$ cat src/rtl/rsd_pkg.sv
// ----------------------------------------------------------------------------
// rsd_pkg: shared types and constants for the radial stick deadzone
// Widths of the radius, quotient and divider datapaths, plus step helpers.
// ----------------------------------------------------------------------------
`default_nettype none

package rsd_pkg;

  localparam int unsigned CENTER      = 127;
  localparam int unsigned SQ_W        = 16;  // ax^2 + ay^2
  localparam int unsigned ROOT_W      = 24;  // floor(sqrt(s * 2^32))
  localparam int unsigned REM_W       = 27;
  localparam int unsigned SQRT_STEPS  = 2;   // root bits per stage
  localparam int unsigned SQRT_STAGES = ROOT_W / SQRT_STEPS;
  localparam int unsigned DZ_W        = 16;
  localparam int unsigned NUM_W       = 64;
  localparam int unsigned DEN_W       = 48;
  localparam int unsigned DIV_W       = DEN_W + 1;
  localparam int unsigned Q_W         = 17;
  localparam int unsigned CMP_W       = DIV_W + Q_W;
  localparam int unsigned DIV_STAGES  = Q_W + 1;

  typedef struct packed {
    logic [7:0] ax;
    logic [7:0] ay;
    logic       neg_x;
    logic       neg_y;
    logic       nz;
  } rsd_side_t;

  typedef struct packed {
    logic neg;
    logic ok;
  } rsd_dside_t;

  typedef struct packed {
    logic [REM_W-1:0]  rem;
    logic [ROOT_W-1:0] root;
  } rsd_sqrt_t;

  // Bit pair j (from the top) of the radicand s * 2^32.
  function automatic logic [1:0] sqrt_pair(input logic [SQ_W-1:0] s, input int j);
    logic [SQ_W-1:0] sh;
    sh = '0;
    if (j < SQ_W / 2) begin
      sh = s >> (SQ_W - 2 - 2 * j);
    end
    return sh[1:0];
  endfunction

  // One digit of the restoring square root.
  function automatic rsd_sqrt_t sqrt_step(input rsd_sqrt_t cur, input logic [1:0] pair);
    rsd_sqrt_t        nxt;
    logic [REM_W-1:0] remx;
    logic [REM_W-1:0] trial;
    remx  = {cur.rem[REM_W-3:0], pair};
    trial = {1'b0, cur.root, 2'b01};
    if (remx >= trial) begin
      nxt.rem  = remx - trial;
      nxt.root = {cur.root[ROOT_W-2:0], 1'b1};
    end else begin
      nxt.rem  = remx;
      nxt.root = {cur.root[ROOT_W-2:0], 1'b0};
    end
    return nxt;
  endfunction

endpackage

`default_nettype wire

$ cat src/rtl/rsd_div_pipe.sv
// ----------------------------------------------------------------------------
// rsd_div_pipe: pipelined restoring divider
// One quotient bit per stage after the first; the first flags quotients that do not fit Q_W bits.
// ----------------------------------------------------------------------------
`default_nettype none

module rsd_div_pipe (
  input  wire logic                        clk_i,
  input  wire logic                        rst_ni,
  input  wire logic                        valid_i,
  input  wire logic [rsd_pkg::NUM_W-1:0]   num_i,
  input  wire logic [rsd_pkg::DIV_W-1:0]   div_i,
  input  wire rsd_pkg::rsd_dside_t         side_i,
  output logic                             valid_o,
  output logic [rsd_pkg::Q_W-1:0]          quo_o,
  output logic                             sat_o,
  output rsd_pkg::rsd_dside_t              side_o
);

  localparam int unsigned NS = rsd_pkg::DIV_STAGES;
  localparam int unsigned QW = rsd_pkg::Q_W;
  localparam int unsigned CW = rsd_pkg::CMP_W;
  localparam int unsigned NW = rsd_pkg::NUM_W;

  logic                      valid_q [NS];
  logic [NW-1:0]             rem_q   [NS];
  logic [rsd_pkg::DIV_W-1:0] div_q   [NS];
  logic [QW-1:0]             quo_q   [NS];
  logic                      sat_q   [NS];
  rsd_pkg::rsd_dside_t       side_q  [NS];

  for (genvar k = 0; k < NS; k++) begin : g_stage
    logic [NW-1:0] rem_d;
    logic [QW-1:0] quo_d;
    logic          sat_d;

    if (k == 0) begin : g_first
      // Saturate when the quotient reaches 2^Q_W.
      always_comb begin
        rem_d = num_i;
        quo_d = '0;
        sat_d = {{(CW-NW){1'b0}}, num_i} >= ({{QW{1'b0}}, div_i} << QW);
      end

      always_ff @(posedge clk_i) begin
        div_q[k]  <= div_i;
        side_q[k] <= side_i;
      end

      always_ff @(posedge clk_i or negedge rst_ni) begin
        if (!rst_ni) begin
          valid_q[k] <= 1'b0;
        end else begin
          valid_q[k] <= valid_i;
        end
      end
    end else begin : g_next
      localparam int unsigned BIT = QW - k;
      logic [CW-1:0] shd;
      logic [CW-1:0] remx;

      always_comb begin
        shd   = {{QW{1'b0}}, div_q[k-1]} << BIT;
        remx  = {{(CW-NW){1'b0}}, rem_q[k-1]};
        rem_d = rem_q[k-1];
        quo_d = quo_q[k-1];
        sat_d = sat_q[k-1];
        if (remx >= shd) begin
          rem_d      = NW'(remx - shd);
          quo_d[BIT] = 1'b1;
        end
      end

      always_ff @(posedge clk_i) begin
        div_q[k]  <= div_q[k-1];
        side_q[k] <= side_q[k-1];
      end

      always_ff @(posedge clk_i or negedge rst_ni) begin
        if (!rst_ni) begin
          valid_q[k] <= 1'b0;
        end else begin
          valid_q[k] <= valid_q[k-1];
        end
      end
    end

    always_ff @(posedge clk_i) begin
      rem_q[k] <= rem_d;
      quo_q[k] <= quo_d;
      sat_q[k] <= sat_d;
    end
  end

  assign valid_o = valid_q[NS-1];
  assign quo_o   = quo_q[NS-1];
  assign sat_o   = sat_q[NS-1];
  assign side_o  = side_q[NS-1];

endmodule

`default_nettype wire

$ cat config.mk
export PLATFORM = sky130hd
export DESIGN_NAME = rsd_div_pipe
export DESIGN_NICKNAME = d
export VERILOG_FILES = /design/src/rtl/rsd_pkg.sv /design/src/rtl/rsd_div_pipe.sv
export SDC_FILE = /design/constraint.sdc
export NUM_CORES = 2
export LEC_CHECK = 0
export BUFFER_PORTS_ARGS = -buffer_cell sky130_fd_sc_hd__buf_4
export CORE_MARGIN = 2
export CORE_UTILIZATION = 28
export CTS_CLUSTER_DIAMETER = 150
export DETAILED_ROUTE_END_ITERATION = 8
export PLACE_DENSITY = 0.52
export SYNTH_ARGS = -nofsm -noshare
export SYNTH_HDL_FRONTEND = slang
export SYNTH_SLANG_ARGS = --single-unit
export TNS_END_PERCENT = 20
$ cat constraint.sdc
create_clock -name clk_i -period 4 [get_ports clk_i]
set_input_delay 0.8 -clock clk_i [delete_from_list [all_inputs] [get_ports clk_i]]
set_output_delay 0.8 -clock clk_i [all_outputs]
set_load 0.05 [all_outputs]
* Word level (Yosys, flattened, before mapping)
Memories as Yosys holds them, arrays and structs flattened. Index checks and enable logic that the tools add are counted.
Storage, ports and cells: bits of input ports 118, memories kept 5, register bits 18, word-level logic and storage cells 92, memory bits (writable) 2394
Operators by class: add/sub/neg operators 17, order comparisons 18, multiplexer cells 34
Memories:
- rem_q | depth 18, bits a word 64, read ports 17, clocked after memory_dff 0, write ports 18, RTL line rsd_div_pipe.sv:26 | logic [NW-1:0] rem_q [NS];
- div_q | depth 18, bits a word 49, read ports 17, clocked after memory_dff 0, write ports 18, RTL line rsd_div_pipe.sv:27 | logic [rsd_pkg::DIV_W-1:0] div_q [NS];
- quo_q | depth 18, bits a word 17, read ports 18, clocked after memory_dff 0, write ports 18, RTL line rsd_div_pipe.sv:28 | logic [QW-1:0] quo_q [NS];
- side_q | depth 18, bits a word 2, read ports 18, clocked after memory_dff 0, write ports 18, RTL line rsd_div_pipe.sv:30 | rsd_pkg::rsd_dside_t side_q [NS];
- sat_q | depth 18, bits a word 1, read ports 18, clocked after memory_dff 0, write ports 18, RTL line rsd_div_pipe.sv:29 | logic sat_q [NS];
Operator list (count):
- 64-bit 2-to-1 mux | 17
- 64-bit subtractor | 2
- 64-bit by 66-bit >= comparator with 1-bit output | 1
- 64-bit by 65-bit >= comparator with 1-bit output | 1
- 64-bit by 49-bit >= comparator with 1-bit output | 1
- 64-bit by 50-bit >= comparator with 1-bit output | 1
- 64-bit by 51-bit >= comparator with 1-bit output | 1
- 64-bit by 52-bit >= comparator with 1-bit output | 1
- 64-bit by 53-bit >= comparator with 1-bit output | 1
- 64-bit by 54-bit >= comparator with 1-bit output | 1
- 64-bit by 55-bit >= comparator with 1-bit output | 1
- 64-bit by 56-bit >= comparator with 1-bit output | 1
- 64-bit by 57-bit >= comparator with 1-bit output | 1
- 64-bit by 58-bit >= comparator with 1-bit output | 1
- 64-bit by 59-bit >= comparator with 1-bit output | 1
- 64-bit by 60-bit >= comparator with 1-bit output | 1
- 64-bit by 61-bit >= comparator with 1-bit output | 1
- 64-bit by 62-bit >= comparator with 1-bit output | 1
- 64-bit by 63-bit >= comparator with 1-bit output | 1
- 64-bit >= comparator | 1
- 64-bit by 49-bit subtractor with 64-bit output | 1
- 64-bit by 50-bit subtractor with 64-bit output | 1
- 64-bit by 51-bit subtractor with 64-bit output | 1
- 64-bit by 52-bit subtractor with 64-bit output | 1
- 12 further kinds | 28

* Logic depth before layout (Yosys ltp)
An unclocked memory read counts as a cell.
depth in word-level cells 3, depth in mapped cells 17, gate-level depth less buffers 15

* Worst setup path after synthesis
Ideal clock, no wire load.
path type register to register, start memory div_q[12][1] in the netlist's numbering, end memory rem_q[13][53] in the netlist's numbering, arrival time 3385 ps, data required time 3928 ps, path slack 544 ps, clock period less this slack 3456 ps, library setup time 72 ps, stages on the path, launching flop included 14, path through dfxtp_1 -> inv_1 -> ha_1 -> nor2b_1 -> o31a_1 -> o32a_4 -> or4_4 -> a21boi_4 -> o41ai_2 -> a31o_2 -> o31a_1 -> a41o_4 -> nor4b_4 -> xor2_1
RTL lines (RTL line):
- start, declared | rsd_div_pipe.sv:27
- end, declared | rsd_div_pipe.sv:26

==> impl_metrics.json <==
{
  "rows": 223,
  "timing.final.max_slew_violations": 0,
  "vias": 80062,
  "synth_top_cells_by_area": "dfxtp_1 41%, ha_1 11%, a21oi_1 5.2%",
  "drv_cap": 0,
  "floorplan.initialDensity": 0.281,
  "hold_violations": 0,
  "post_synth_top_cells": "2128 x dfxtp_1, 1110 x inv_1, 1082 x a21oi_1, 960 x nand2_1, 884 x o21ai_0",
  "postSynthCellCount": 11742,
  "vdd_ir_drop_max_v": 0.000355,
  "yosys_warnings": 0,
  "floorplan.die.width_um": 612,
  "hold-path-endpoint": "quo_q[9][11]$_DFF_P_",
  "multi_input_gate_area_mm2": 0.0548,
  "num_io_pins": 139,
  "power_density_mw_per_mm2": 852,
  "timing.fmax_mhz": 260,
  "r2r_slack_ns": 0.16,
  "pin_count_of_the_biggest_net_entering_global_routing": 69,
  "tritoncts": "built",
  "cp_data_arrival_time_ns": 4.62,
  "drive_above_1_share": 0.103,
  "crit_fanout": 3,
  "drt_wl_total_um": 268000,
  "detailed_place.area_mm2": 0.112,
  "place_congestion": 0.918,
  "clock-root-buffer": "clkbuf_16",
  "antenna-diode-count": 0,
  "yosys.cell_types.count": 91,
  "outcome": "finished clean",
  "final_net_count": 13287,
  "synth-edff-count": 0,
  "post_synth_instance_area_mm2": 0.103,
  "detail_route.wl_per_cell_um": 15.5,
  "grt_overflow": 0,
  "tightest_slew_ns": 0.900,
  "floorplan_die_area_mm2": 0.374,
  "cts.path.max_buffers": 4,
  "holdCritStartpoint": "quo_q[8][11]$_DFF_P_",
  "worstSetupEndpointType": "flip-flop",
  "worstPathRequired_ns": 4.78,
  "drc": 0,
  "design.core.area_mm2": 0.368,
  "maxSlewHeadroom": 0.394,
  "clock_sinks": 2146,
  "whs_path_depth": 0,
  "firstDrtPassIters": 6,
  "timing.final.crit_share": 0.960,
  "reg2reg_depth": 14,
  "filler_instances": 38369,
  "clk-insertion-delay-late_ns": 0.91,
  "post-synth-top-area-cell": "dfxtp_1",
  "worstSetupPathType": "flip-flop to flip-flop",
  "ant_nets": 0,
  "yosys_register_bits": 2146,
  "critical_path.reg2reg.endpoint": "rem_q[6][63]$_DFF_P_",
  "worst_setup_skew_after_layout_ns": 0.0485,
  "layout.area.seq_mm2": 0.0431,
  "period_minus_slack_ns": 3.84,
  "h-tree-depth": 5,
  "final-setup-viol-count": 0,
  "grt_antenna_before_repair": 0,
  "critical_path.reg2reg.startpoint": "div_q[5][17]$_DFF_P_",
  "synth-main-ff-cell": "dfxtp_1",
  "via_per_inst": 4.62,
  "share_of_synthesized_area_occupied_by_flip_flops_and_latches": 0.416,
  "synthDominantCellAreaShare": 0.412,
  "most_common_cell_in_the_netlist": "dfxtp_1",
  "hold_class": "flip-flop to flip-flop",
  "clk_pin_slew_worst_paths_ns": 0.06,
  "syn_avg_cell_area_um2": 8.80,
  "area_growth_syn_to_layout_pct": 19.3,
  "grt_pass1_vias": 80904,
  "postSynthNetCount": 12755,
  "cellLeakagePower_nw": 55.7,
  "first_pass_grt_wire_length_um": 426000,
  "die_y_um": 612,
  "place_hpwl_um": 213000,
  "grt_util_all_layers": 0.139,
  "worst_setup_path_start_kind": "flip-flop",
  "finalInstanceArea_mm2": 0.123,
  "initialDrtViolationCount": 4243,
  "io_buffer_count": 138,
  "utilization": 0.335,
  "async_reset_ff_frac": 0.00839,
  "cts-buffers-inserted": 267
}
==> cells by family after synthesis <==
family / share of synthesized area
mux: 0.0151
fa+ha+maj: 0.109
simple gates: 0.129
flops: 0.416
buf+inv: 0.0561
compound gates: 0.204
xor+xnor: 0.0697
==> cells in the final DEF (no fill, tap or decap), types with 58 or more instances in the layout <==
cell type	netlist	routed
or3_1	58	58
nand2_1	960	960
buf_4	0	552
xor2_1	351	351
a21oi_1	1082	1076
dlygate4sd3_1	0	117
dfxtp_1	2128	2127
a211oi_1	68	64
nand3_1	143	143
nor4_1	77	75
nor3_1	152	150
o21bai_1	145	145
nor2_1	660	659
a21o_1	576	574
mux2_2	133	133
nand2b_1	95	95
clkbuf_16	0	274
ha_1	879	879
nand4_1	237	237
inv_1	1110	1110
and3_1	59	59
o21a_1	98	97
a31oi_1	106	104
xnor2_1	472	472
o21ai_0	884	871
nor2b_1	110	110
==> layout make-up <==
class | count | share of cell area
multi-input combinational | 8058 | 0.445
tap | 4837 | 0.0491
timing repair buffer | 689 | 0.0464
sequential | 2146 | 0.349
clock buffer | 366 | 0.0629
inverter | 1112 | 0.0339
clock inverter | 114 | 0.0138
==> flip-flops by register name, indices dropped and copies added, names as in the netlist <==
| signal | cells |
|---|---|
| valid_q | 17 |
| valid_o | 1 |
| sat_q | 18 |
| rem_q | 1088 |
| quo_q | 153 |
| div_q | 833 |
| side_q | 36 |
==> worst max-delay path, cell delays in order, from the launching register on <==
cell       delay (ns)
dfxtp_1          0.32
inv_1            0.04
ha_1             0.28
a21oi_1          0.13
inv_1            0.09
a2111o_1         0.43
a2111o_1         0.47
a31oi_1          0.36
o311ai_1         0.25
o31ai_1          0.26
buf_4            0.17
o31a_2           0.17
o311ai_2         0.16
a2111oi_2        0.41
xor2_1           0.18
==> routing by layer <==
metal / GRT usage / part of all wire
met5: 0 / 0
met4: 0.0648 / 0.050
met3: 0.0199 / 0.035
met2: 0.239 / 0.46
met1: 0.171 / 0.45
==> what timing repair did <==
action                                 CTS  global route
endpoints found under the hold margin  134             0
hold buffers                           117             0
gates resized for setup                  2            50
setup endpoints to repair                4           154
pin swaps                                1             5
setup buffers                            1             1
==> how the worst max path moves through the flow <==
stage | from | to | cells after the start
2_1_floorplan | div_q[12][1]$_DFF_P_ | rem_q[13][53]$_DFF_P_ | 13
3_3_place_gp | rem_q[11][5]$_DFF_P_ | rem_q[12][59]$_DFF_P_ | 16
3_5_place_dp | rem_q[11][5]$_DFF_P_ | rem_q[12][63]$_DFF_P_ | 16
4_1_cts | rem_q[11][5]$_DFF_P_ | rem_q[12][63]$_DFF_P_ | 16
5_1_grt | rem_q[3][13]$_DFF_P_ | rem_q[4][63]$_DFF_P_ | 17
6_report | div_q[5][17]$_DFF_P_ | rem_q[6][63]$_DFF_P_ | 14
==> where the power goes <==
group	switching (mW)	total [mW]	internal, mW
logic	27.0	48.6	21.6
clock network	9.62	25.3	15.6
registers	3.78	31.2	27.4
total	40.4	105	64.6
==> metrics by stage <==
step | setup slack [ns] | setup TNS [ns] | power, mW | instances | hold WS, ns
6_report | 0.161 | 0 | 105 | 17322 | 0.303
5_1_grt | -0.0143 | -0.0143 | 113 | 17322 | 0.286
4_1_cts | 0.00902 | 0 | 106 | 17321 | 0.217
3_5_place_dp | -0.0646 | -0.209 | 79.6 | 16723 | 0.312
3_3_place_gp | -0.246 | -0.843 | 79.7 | 16723 | 0.310
2_1_floorplan | 0.544 | 0 | 65.4 | 11742 | 0.310
No activity file was read; power rests on OpenSTA's default activity.
