==> src/rtl/rsd_pkg.sv <==
// ----------------------------------------------------------------------------
// rsd_pkg: shared types and constants for the radial stick deadzone
// Widths of the radius, quotient and divider datapaths, plus step helpers.
// ----------------------------------------------------------------------------
`default_nettype none

package rsd_pkg;

  localparam int unsigned CENTER      = 127;
  localparam int unsigned SQ_W        = 16;  // ax^2 + ay^2
  localparam int unsigned ROOT_W      = 24;  // floor(sqrt(s * 2^32))
  localparam int unsigned REM_W       = 27;
  localparam int unsigned SQRT_STEPS  = 2;   // root bits per stage
  localparam int unsigned SQRT_STAGES = ROOT_W / SQRT_STEPS;
  localparam int unsigned DZ_W        = 16;
  localparam int unsigned NUM_W       = 64;
  localparam int unsigned DEN_W       = 48;
  localparam int unsigned DIV_W       = DEN_W + 1;
  localparam int unsigned Q_W         = 17;
  localparam int unsigned CMP_W       = DIV_W + Q_W;
  localparam int unsigned DIV_STAGES  = Q_W + 1;

  typedef struct packed {
    logic [7:0] ax;
    logic [7:0] ay;
    logic       neg_x;
    logic       neg_y;
    logic       nz;
  } rsd_side_t;

  typedef struct packed {
    logic neg;
    logic ok;
  } rsd_dside_t;

  typedef struct packed {
    logic [REM_W-1:0]  rem;
    logic [ROOT_W-1:0] root;
  } rsd_sqrt_t;

  // Bit pair j (from the top) of the radicand s * 2^32.
  function automatic logic [1:0] sqrt_pair(input logic [SQ_W-1:0] s, input int j);
    logic [SQ_W-1:0] sh;
    sh = '0;
    if (j < SQ_W / 2) begin
      sh = s >> (SQ_W - 2 - 2 * j);
    end
    return sh[1:0];
  endfunction

  // One digit of the restoring square root.
  function automatic rsd_sqrt_t sqrt_step(input rsd_sqrt_t cur, input logic [1:0] pair);
    rsd_sqrt_t        nxt;
    logic [REM_W-1:0] remx;
    logic [REM_W-1:0] trial;
    remx  = {cur.rem[REM_W-3:0], pair};
    trial = {1'b0, cur.root, 2'b01};
    if (remx >= trial) begin
      nxt.rem  = remx - trial;
      nxt.root = {cur.root[ROOT_W-2:0], 1'b1};
    end else begin
      nxt.rem  = remx;
      nxt.root = {cur.root[ROOT_W-2:0], 1'b0};
    end
    return nxt;
  endfunction

endpackage

`default_nettype wire

==> src/rtl/rsd_sqrt_pipe.sv <==
// ----------------------------------------------------------------------------
// rsd_sqrt_pipe: pipelined integer square root
// Computes floor(sqrt(s * 2^32)), two root bits per stage.
// ----------------------------------------------------------------------------
`default_nettype none

module rsd_sqrt_pipe (
  input  wire logic                        clk_i,
  input  wire logic                        rst_ni,
  input  wire logic                        valid_i,
  input  wire logic [rsd_pkg::SQ_W-1:0]    s_i,
  input  wire rsd_pkg::rsd_side_t          side_i,
  output logic                             valid_o,
  output logic [rsd_pkg::ROOT_W-1:0]       root_o,
  output rsd_pkg::rsd_side_t               side_o
);

  localparam int unsigned NS = rsd_pkg::SQRT_STAGES;

  logic                     valid_q [NS];
  rsd_pkg::rsd_sqrt_t       st_q    [NS];
  logic [rsd_pkg::SQ_W-1:0] s_q     [NS];
  rsd_pkg::rsd_side_t       side_q  [NS];

  for (genvar p = 0; p < NS; p++) begin : g_stage
    logic                     valid_in;
    rsd_pkg::rsd_sqrt_t       st_in;
    logic [rsd_pkg::SQ_W-1:0] s_in;
    rsd_pkg::rsd_side_t       side_in;
    rsd_pkg::rsd_sqrt_t       st_d;

    if (p == 0) begin : g_first
      assign valid_in = valid_i;
      assign st_in    = '0;
      assign s_in     = s_i;
      assign side_in  = side_i;
    end else begin : g_next
      assign valid_in = valid_q[p-1];
      assign st_in    = st_q[p-1];
      assign s_in     = s_q[p-1];
      assign side_in  = side_q[p-1];
    end

    always_comb begin
      st_d = st_in;
      for (int t = 0; t < int'(rsd_pkg::SQRT_STEPS); t++) begin
        st_d = rsd_pkg::sqrt_step(st_d,
          rsd_pkg::sqrt_pair(s_in, p * int'(rsd_pkg::SQRT_STEPS) + t));
      end
    end

    always_ff @(posedge clk_i or negedge rst_ni) begin
      if (!rst_ni) begin
        valid_q[p] <= 1'b0;
      end else begin
        valid_q[p] <= valid_in;
      end
    end

    always_ff @(posedge clk_i) begin
      st_q[p]   <= st_d;
      s_q[p]    <= s_in;
      side_q[p] <= side_in;
    end
  end

  assign valid_o = valid_q[NS-1];
  assign root_o  = st_q[NS-1].root;
  assign side_o  = side_q[NS-1];

endmodule

`default_nettype wire

==> config.mk <==
export PLATFORM = sky130hd
export DESIGN_NAME = rsd_sqrt_pipe
export DESIGN_NICKNAME = d
export VERILOG_FILES = /design/src/rtl/rsd_pkg.sv /design/src/rtl/rsd_sqrt_pipe.sv
export SDC_FILE = /design/constraint.sdc
export NUM_CORES = 1
export LEC_CHECK = 0
export BUFFER_PORTS_ARGS = -buffer_cell sky130_fd_sc_hd__buf_2
export CORE_MARGIN = 10
export CORE_UTILIZATION = 60
export DETAILED_ROUTE_END_ITERATION = 16
export PLACE_DENSITY_LB_ADDON = 0.25
export SLEW_MARGIN = 40
export SYNTH_ARGS = -nofsm -noshare
export SYNTH_HDL_FRONTEND = slang
export SYNTH_SLANG_ARGS = --single-unit
==> constraint.sdc <==
create_clock -name clk_i -period 11.9 [get_ports clk_i]
set_clock_uncertainty 0.1 [all_clocks]
set_input_delay 1.785 -clock clk_i [delete_from_list [all_inputs] [get_ports clk_i]]
set_output_delay 1.785 -clock clk_i [all_outputs]
set_load 0.02 [all_outputs]
; Yosys cells after proc, flatten, opt, wreduce, memory -nomap -nowiden
; Memory sizes are Yosys's and may differ from the RTL's.
; Cells that the tools add are included.
; Widths: inputs -> output; s select.
[classes]
add_sub_neg = 24
magnitude_cmp = 24
muxes = 24
[op_table]
columns = op, count
row1 = $ge 27x26->1, 23
row2 = $mux 51, 12
row3 = $mux 49, 12
row4 = $sub 27x26->27, 12
row5 = $sub 25x25->25, 11
row6 = $sub 2x1->3 const B, 1
row7 = $ge 2x1->1 const B, 1
[totals]
register_bits = 12
mem_bits_rw = 1032
in_bits = 38
memories = 3
[memory_table]
columns = name, words, word_bits, rd, rd_ports_with_merged_regs, wr, line
row1 = st_q, 12, 51, 12, 0, 12, rsd_sqrt_pipe.sv:21  ; rsd_pkg::rsd_sqrt_t st_q [NS];
row2 = side_q, 12, 19, 12, 0, 12, rsd_sqrt_pipe.sv:23  ; rsd_pkg::rsd_side_t side_q [NS];
row3 = s_q, 12, 16, 11, 0, 12, rsd_sqrt_pipe.sv:22  ; logic [rsd_pkg::SQ_W-1:0] s_q [NS];

; Depth between registers and ports, before layout
; Gate-level depths: netlist (run 1).
; An unclocked memory read counts as a cell.
[logic_depth]
ltp_word = 5
ltp_mapped = 26
mapped_depth_nobuf = 23

; Least setup slack after synthesis (run 1)
; No wires, ideal clock.
[synth_path]
path_type = register to register
start = mem st_q[2][52] in the netlist's numbering
end = mem st_q[2][150] in the netlist's numbering
setup_ns = 0.121
arrival_ns = 5.662
required_time_ns = 11.679
slack_ns = 6.018
stages_incl_launch_ff = 24
synth_period_minus_slack_ns = 5.882
cell_sequence = dfxtp_1 -> inv_1 -> ha_1 -> a211o_1 -> a2111oi_2 -> o211ai_1 -> nand4_1 -> a21oi_1 -> nor4_1 -> clkbuf_1 -> clkbuf_1 -> mux2i_1 -> inv_1 -> ha_1 -> a211oi_1 -> o21ai_0 -> nor3b_1 -> o21ai_0 -> o21ai_0 -> or4_1 -> a31o_2 -> a21o_1 -> a211oi_1 -> mux2_2
[synth_rtl]
columns = item, line
row1 = "start, declared", rsd_sqrt_pipe.sv:21

==> flow_metrics.tcl, run 1 <==
set metrics [dict create \
    slew_headroom 0.447 \
    arrival_ps 7060 \
    grt_pass1_wl_um 124000 \
    whs_ps 219 \
    async_reset_ff_frac 0.0178 \
    num_vias 26371 \
    postLayoutCoreUtil 0.669 \
    portBuffers 81 \
    ios 82 \
    grt_start_max_net_pins 44 \
    final_nets 4148 \
    result_of_the_run "finished clean" \
    synth_sequential_area_ratio 0.398 \
    critPathKind "flop to flop" \
    timing.hold.worst.class "flop to flop" \
    final-max-slew-violation-count 0 \
    cap_violations 0 \
    drtPass1Iterations 6 \
    stdcell_count 4626 \
    dp.final_hpwl_um 56200 \
    number_of_enable_type_register_cells_in_the_synthesized_netlist 0 \
    critPathMaxFanout 30 \
    cts-htree-levels 3 \
    post_synth_instance_area_um2 34000 \
    m1WireLength_um 32900 \
    drt_wl_total_um 74500 \
    layout_worst_path_cycle_share 0.559 \
    post-cts-setup-buffers 0 \
    num_antenna_cells 0 \
    routed.top_layer "met5" \
    chipWidth_um 258 \
    start_point_of_the_worst_min_delay_path "side_q[10][9]" \
    drt-wirelength-per-cell_um 16.1 \
    die_span_y_um 258 \
    worst_ep_required_time_ps 12300 \
    cellLeakagePower_uw 0.0170 \
    fin_crit_period_ps 6660 \
    design.core.area_um2 56300 \
    drt_first_iter_violations 1721 \
    cts_root_buf "sky130_fd_sc_hd__clkbuf_16" \
    met2_layer_wire_length_in_the_routed_design_um 35600 \
    clock_path_buffers 3 \
    clock_latency_ps 620 \
    power.ir.vdd_worst_mv 0.153 \
    post_route_cells_drive_above_1_share 0.0935 \
    clock_tree_from_tritoncts "built" \
    worst_slew_pin_slew_ps 825 \
    clk_transition_reported_paths_ps 60 \
    setup_tns_ps 0 \
    synthesis.instances 3724 \
    finalSetupViolations 0 \
    placement.setup.worst_slack_ps 5050 \
    grt_use_total 0.219 \
    design.die.area_um2 66600 \
    grt-ovfl-total 0 \
    routed_via_density 5.70 \
    number_of_synthesized_register_bits 673 \
    setup_slack_ps 5240 \
    fp-row-count 87 \
    dp_cells 4496 \
    holdPathEnd "side_q[11][9]" \
    layout_fillers 4602 \
    met3WireLength_um 3970 \
    max_freq_mhz 150 \
    number_of_antenna_violations_at_the_first_check_in_global_routing 1 \
    grt_pass1_vias 25998 \
    power-per-cell-area_nw_per_um2 191 \
    total_cts_buffers 70 \
    endpoint_kind "flop" \
    effective_utilization_at_floorplan 0.604 \
    post_cts_resize_count 0 \
    synthesis.area_per_instance_um2 9.13 \
    final_hold_viol_count 0 \
    detail_route.drc_violations 0 \
    synth_cell_types 113 \
    ff2ff_path_depth 22 \
    start_kind "flop" \
    rsz0062_at_grt "no" \
    synth_flop_cell "sky130_fd_sc_hd__dfxtp_1" \
    worstReg2RegStart "st_q[1][52]" \
    flop_to_flop_setup_slack_ps 5240 \
    hold-path-cell-count 0 \
    areaGrowthSynthToFinish_pct 10.7 \
    cts.hold.buffers_added 0 \
    ys.warnings.count 0 \
    ant_nets 0 \
    globalplace.congestion 0.951 \
    clock_sinks 673 \
    worstReg2RegEnd "st_q[1][129]" \
]
[cell type report]
class / count / area [um^2] / area share
timing repair buffer: 94 / 509 / 0.0135
clock inverter: 39 / 627 / 0.0167
tap: 756 / 946 / 0.0251
sequential: 673 / 13500 / 0.360
multi-input combinational: 2720 / 19200 / 0.510
inverter: 255 / 957 / 0.0254
clock buffer: 89 / 1880 / 0.0500
[cell usage in the layout, fill, tap and decap left out, drive strengths merged, types with 15 or more instances in the layout]
cell	count
dfxtp	661
ha	283
nand2	270
inv	254
nor2	251
a21oi	250
o21ai	246
xnor2	202
xor2	115
nand3	95
a21o	93
buf	93
clkbuf	90
nor3	85
mux2	67
o21a	57
nand2b	46
nor4	46
a211oi	42
and3	40
or3	39
and2	35
nor2b	34
nand4	34
o21bai	33
o31ai	30
o211ai	26
or2	26
a31oi	25
clkinv	24
or4	22
mux2i	18
a2111oi	15
[cells by family after synthesis]
group	count (synthesis)	share of synthesized area
AO/OA/AOI/OAI	936	0.178
XOR/XNOR	317	0.0819
adder cells (fa/ha/maj)	296	0.112
buffers and inverters	333	0.0385
flip-flops	673	0.398
multiplexers	85	0.0277
other	1	0.000110
AND/OR/NAND/NOR	1083	0.164
[power breakdown]
part           internal (uW)  total (uW)  switching [uW]
Sequential              2560        2830             271
Clock                   1370        2310             939
Combinational            889        2040            1150
Total                   4820        7170            2360
[per-layer routing]
metal / GRT usage / vias up
met2: 0.382 / 578
met1: 0.264 / 12265
li1: - / 13379
met3: 0.0437 / 147
met4: 0.0789 / 2
met5: 0 / -
[worst max-delay path by stage]
stage | start | end
global placement | st_q[2][52] | st_q[2][131]
finish | st_q[1][52] | st_q[1][129]
CTS | st_q[2][52] | st_q[2][129]
floorplan | st_q[2][52] | st_q[2][150]
detailed placement | st_q[2][52] | st_q[2][129]
global route | st_q[1][52] | st_q[1][129]
[state kept, by name, summed over array words and instances, names as in the netlist]
name and cells:
g_stage.valid_in 11, s_q 24, st_q 409, side_q 228, valid_o 1
[critical path: stages, from the launching register on]
cell and delay (ps):
sky130_fd_sc_hd__dfxtp_1 390, sky130_fd_sc_hd__inv_1 110, sky130_fd_sc_hd__ha_1 290, sky130_fd_sc_hd__a21o_1 190
sky130_fd_sc_hd__a21oi_1 310, sky130_fd_sc_hd__o21ai_0 210, sky130_fd_sc_hd__a41oi_1 500, sky130_fd_sc_hd__o211ai_1 320
sky130_fd_sc_hd__nor2_1 220, sky130_fd_sc_hd__clkinv_1 490, sky130_fd_sc_hd__o21ai_0 440, sky130_fd_sc_hd__ha_1 330
sky130_fd_sc_hd__a21oi_1 160, sky130_fd_sc_hd__o21bai_1 130, sky130_fd_sc_hd__a211oi_1 270, sky130_fd_sc_hd__o21ai_0 210
sky130_fd_sc_hd__a31oi_1 260, sky130_fd_sc_hd__o211ai_1 240, sky130_fd_sc_hd__or4b_1 580, sky130_fd_sc_hd__nand4b_1 200
sky130_fd_sc_hd__buf_4 250, sky130_fd_sc_hd__or2_1 250, sky130_fd_sc_hd__o21a_1 100
[per-stage QoR]
| stage | power (uW) | cell area, um^2 |
|---|---|---|
| after floorplan | 4420 | 34000 |
| after global placement | 4840 | 35100 |
| after detailed placement | 4860 | 35100 |
| after CTS | 7210 | 37600 |
| after global routing | 7600 | 37600 |
| final | 7170 | 37600 |
[synth_stat cells, types with 40 or more instances]
cell type | instances | share of area
sky130_fd_sc_hd__a21o_1 | 93 | 0.021
sky130_fd_sc_hd__a21oi_1 | 249 | 0.037
sky130_fd_sc_hd__and3_1 | 40 | 0.0074
sky130_fd_sc_hd__clkbuf_1 | 56 | 0.0062
sky130_fd_sc_hd__dfxtp_1 | 661 | 0.39
sky130_fd_sc_hd__ha_1 | 283 | 0.10
sky130_fd_sc_hd__inv_1 | 249 | 0.027
sky130_fd_sc_hd__mux2_2 | 64 | 0.021
sky130_fd_sc_hd__nand2_1 | 268 | 0.030
sky130_fd_sc_hd__nand2b_1 | 46 | 0.0085
sky130_fd_sc_hd__nand3_1 | 94 | 0.014
sky130_fd_sc_hd__nor2_1 | 249 | 0.027
sky130_fd_sc_hd__nor3_1 | 82 | 0.012
sky130_fd_sc_hd__o21a_1 | 56 | 0.012
sky130_fd_sc_hd__o21ai_0 | 242 | 0.036
sky130_fd_sc_hd__xnor2_1 | 201 | 0.052
sky130_fd_sc_hd__xor2_1 | 115 | 0.030
(Power assumes the default switching activity.)
==> run 2, diff against run 1 <==
ABC_AREA = 1   (was unset)
CORE_UTILIZATION = 58   (was 60)
clock period = 6.11 ns   (was 11.9 ns; I/O delays follow)
==> flow_metrics.tcl, run 2 <==
set metrics [dict create \
    cts.hold.buffers_added 0 \
    clock_path_buffers 3 \
    critPathMaxFanout 24 \
    clock_tree_from_tritoncts "built" \
    endpoint_kind "flop" \
    synth.most_common_cell "sky130_fd_sc_hd__nand2_1" \
    grt_pass1_vias 31652 \
    cts-htree-levels 3 \
    start_kind "flop" \
    layout.cells.most_common "sky130_fd_sc_hd__nand2_1" \
    routed_via_density 5.32 \
    cts_root_buf "sky130_fd_sc_hd__clkbuf_16" \
    clock_latency_ps 620 \
    worstReg2RegEnd "st_q[1][133]" \
    final_nets 5796 \
    post-synth-top-area-cell "sky130_fd_sc_hd__dfxtp_1" \
    cellLeakagePower_uw 0.0220 \
    final-max-slew-violation-count 0 \
    worst_ep_required_time_ps 6540 \
    sequentialPowerShare 0.366 \
    die_span_y_um 276 \
    synth_sequential_area_ratio 0.355 \
    portBuffers 81 \
    clock_sinks 673 \
    grt-ovfl-total 0 \
    arrival_ps 5830 \
    total_cts_buffers 72 \
    grt_pass1_wl_um 157000 \
    ys.warnings.count 0 \
    number_of_antenna_violations_at_the_first_check_in_global_routing 2 \
    dp_cells 6243 \
    final_hold_viol_count 0 \
    setup_slack_ps 712 \
    worst_slew_pin_slew_ps 756 \
    num_vias 33869 \
    areaGrowthSynthToFinish_pct 9.37 \
    grt_start_max_net_pins 34 \
    flop_to_flop_setup_slack_ps 710 \
    combPwrFrac 0.331 \
    cap_violations 0 \
    finalSetupViolations 0 \
    design.core.area_um2 64700 \
    drt-wirelength-per-cell_um 15.1 \
    ios 82 \
    post_synth_instance_area_um2 38100 \
    fp-row-count 93 \
    layout_fillers 5885 \
    clk_transition_reported_paths_ps 60 \
    whs_ps 64.9 \
    placement.setup.worst_slack_ps 786 \
    power-per-cell-area_nw_per_um2 356 \
    ant_nets 0 \
    synthesis.area_per_instance_um2 7.11 \
    chipWidth_um 276 \
    synth_flop_cell "sky130_fd_sc_hd__dfxtp_1" \
    power.ir.vdd_worst_mv 0.258 \
    worstReg2RegStart "st_q[1][57]" \
    register_bank_with_the_most_flops "st_q" \
    synthesis.instances 5358 \
    crit_slowest_cell "sky130_fd_sc_hd__inv_1" \
    timing.hold.worst.class "input port to asynchronous set/reset pin" \
    drt_first_iter_violations 2638 \
    swShare 0.372 \
    synth_cell_types 64 \
    setup_tns_ps 0 \
    synth.top_cells.by_area "sky130_fd_sc_hd__dfxtp_1 35%, sky130_fd_sc_hd__nand2_1 14%, sky130_fd_sc_hd__ha_1 9.3%" \
    drt_wl_total_um 96100 \
    rsz0062_at_grt "no" \
    ff2ff_path_depth 22 \
    result_of_the_run "finished clean" \
    drtPass1Iterations 8 \
    critPathKind "flop to flop" \
    number_of_synthesized_register_bits 673 \
    grt_use_total 0.243 \
    post_route_cells_drive_above_1_share 0.0758 \
    number_of_enable_type_register_cells_in_the_synthesized_netlist 0 \
    cp_slowest_stage_delay_ps 450 \
    netSwitchingPower_uw 5520 \
    design.die.area_um2 76400 \
    p_int_uw 9330 \
    globalplace.congestion 0.987 \
    seq_area_um2 13500 \
    placement.cell_area_um2 39200 \
    stdcell_count 6371 \
    largest_reg_flops 409 \
    crit_top_cell "sky130_fd_sc_hd__nand2_1" \
    fin_crit_period_ps 5400 \
    slew_headroom 0.492 \
    power.clock.fraction 0.303 \
    max_freq_mhz 185 \
    area_of_the_multi_input_gates_um2 21400 \
    effective_utilization_at_floorplan 0.589 \
    postLayoutCellArea_um2 41700 \
    share_of_the_synthesized_area_in_the_top_cell_type 0.347 \
    dp.final_hpwl_um 77400 \
    reg_top3 "st_q x409, side_q x228, s_q x24" \
    synth.top_cells.by_count "1432 x sky130_fd_sc_hd__nand2_1, 689 x sky130_fd_sc_hd__inv_1, 661 x sky130_fd_sc_hd__dfxtp_1, 462 x sky130_fd_sc_hd__nor2_1, 396 x sky130_fd_sc_hd__nand3_1" \
    async_reset_ff_frac 0.0178 \
    post-cts-setup-buffers 0 \
    sequence_of_cells_on_the_critical_path "inv_1, ha_1, a21oi_1, o21ai_1, a21oi_2, nand2_2, nor2_2, nand2_4, inv_1, o21ai_0, ha_1, nand2_1, inv_1, a221oi_1, o31ai_1, a21oi_1, nand2_1, nor2_4, nand3_2, inv_4, nand2_1, nand2_1" \
    mostFrequentLayoutCells "1432 x sky130_fd_sc_hd__nand2_1, 689 x sky130_fd_sc_hd__inv_1, 661 x sky130_fd_sc_hd__dfxtp_1, 461 x sky130_fd_sc_hd__nor2_1, 396 x sky130_fd_sc_hd__nand3_1" \
    layout_worst_path_cycle_share 0.883 \
    post_cts_resize_count 0 \
    detail_route.drc_violations 0 \
]
## run 2: cell types whose count changed after synthesis, sizes merged, moves of 76 or more
| cell | before | now |
|---|---|---|
| nand2 | 270 | 1476 |
| inv | 252 | 728 |
| nand3 | 95 | 423 |
| nor2 | 251 | 503 |
| xnor2 | 202 | 100 |
| o21ai | 246 | 322 |
## run 2: kinds of logic after synthesis
logic type,Yosys count,share of synthesized area
AO/OA/AOI/OAI,749,0.109
XOR/XNOR,231,0.0533
adder cells (fa/ha/maj),296,0.0997
buffers and inverters,789,0.0835
flip-flops,673,0.355
other,1,0.0000984
AND/OR/NAND/NOR,2619,0.300
## run 2: how the worst max path moves through the flow
stage,startpoint,to,slack (ps),cells past startpoint
3_3_place_gp,st_q[1][57],st_q[1][148],830,20
5_1_grt,st_q[1][154],st_q[2][36],160,27
4_1_cts,st_q[1][154],st_q[2][36],730,27
6_report,st_q[1][57],st_q[1][133],710,22
2_1_floorplan,st_q[1][106],st_q[1][192],2040,26
3_5_place_dp,st_q[1][154],st_q[2][32],790,27
## run 2: worst max-delay path, delay by kind of cell, from the launching register on
family	cells	cell delay [ps]
DFF	1	410
AOI/OAI and AO/OA	7	1570
adders and majority gates	2	720
buffers and inverters	4	920
and+or+nand+nor	9	1570
## run 2: layout make-up
cell class,count,area share
Antenna cell,1,0.0000600
Clock buffer,94,0.0494
Clock inverter,33,0.00982
Inverter,732,0.0662
Multi-Input combinational cell,3898,0.514
Sequential cell,673,0.325
Tap cell,855,0.0257
Timing Repair Buffer,85,0.0104
## run 2: power groups by stage
stage	Clock [uW]	Combinational [uW]	Sequential, uW
4_1_cts	4590	4840	5420
6_report	4500	4920	5430
3_5_place_dp	0	4800	5510
3_3_place_gp	0	4750	5510
2_1_floorplan	0	3820	5330
5_1_grt	4780	5600	5480
## run 2: routing by layer
metal | share of wire | up-vias | track usage
met5 | 0.00012 | - | 0
met3 | 0.070 | 151 | 0.0424
met4 | 0.023 | 2 | 0.0725
met1 | 0.47 | 15208 | 0.333
li1 | - | 17509 | -
met2 | 0.43 | 999 | 0.386
## run 2: stage by stage
step | power [uW] | utilization
CTS | 14900 | 0.644
floorplan | 9150 | -
detailed placement | 10300 | 0.606
finish | 14800 | 0.644
global route | 15900 | 0.644
global placement | 10300 | 0.606
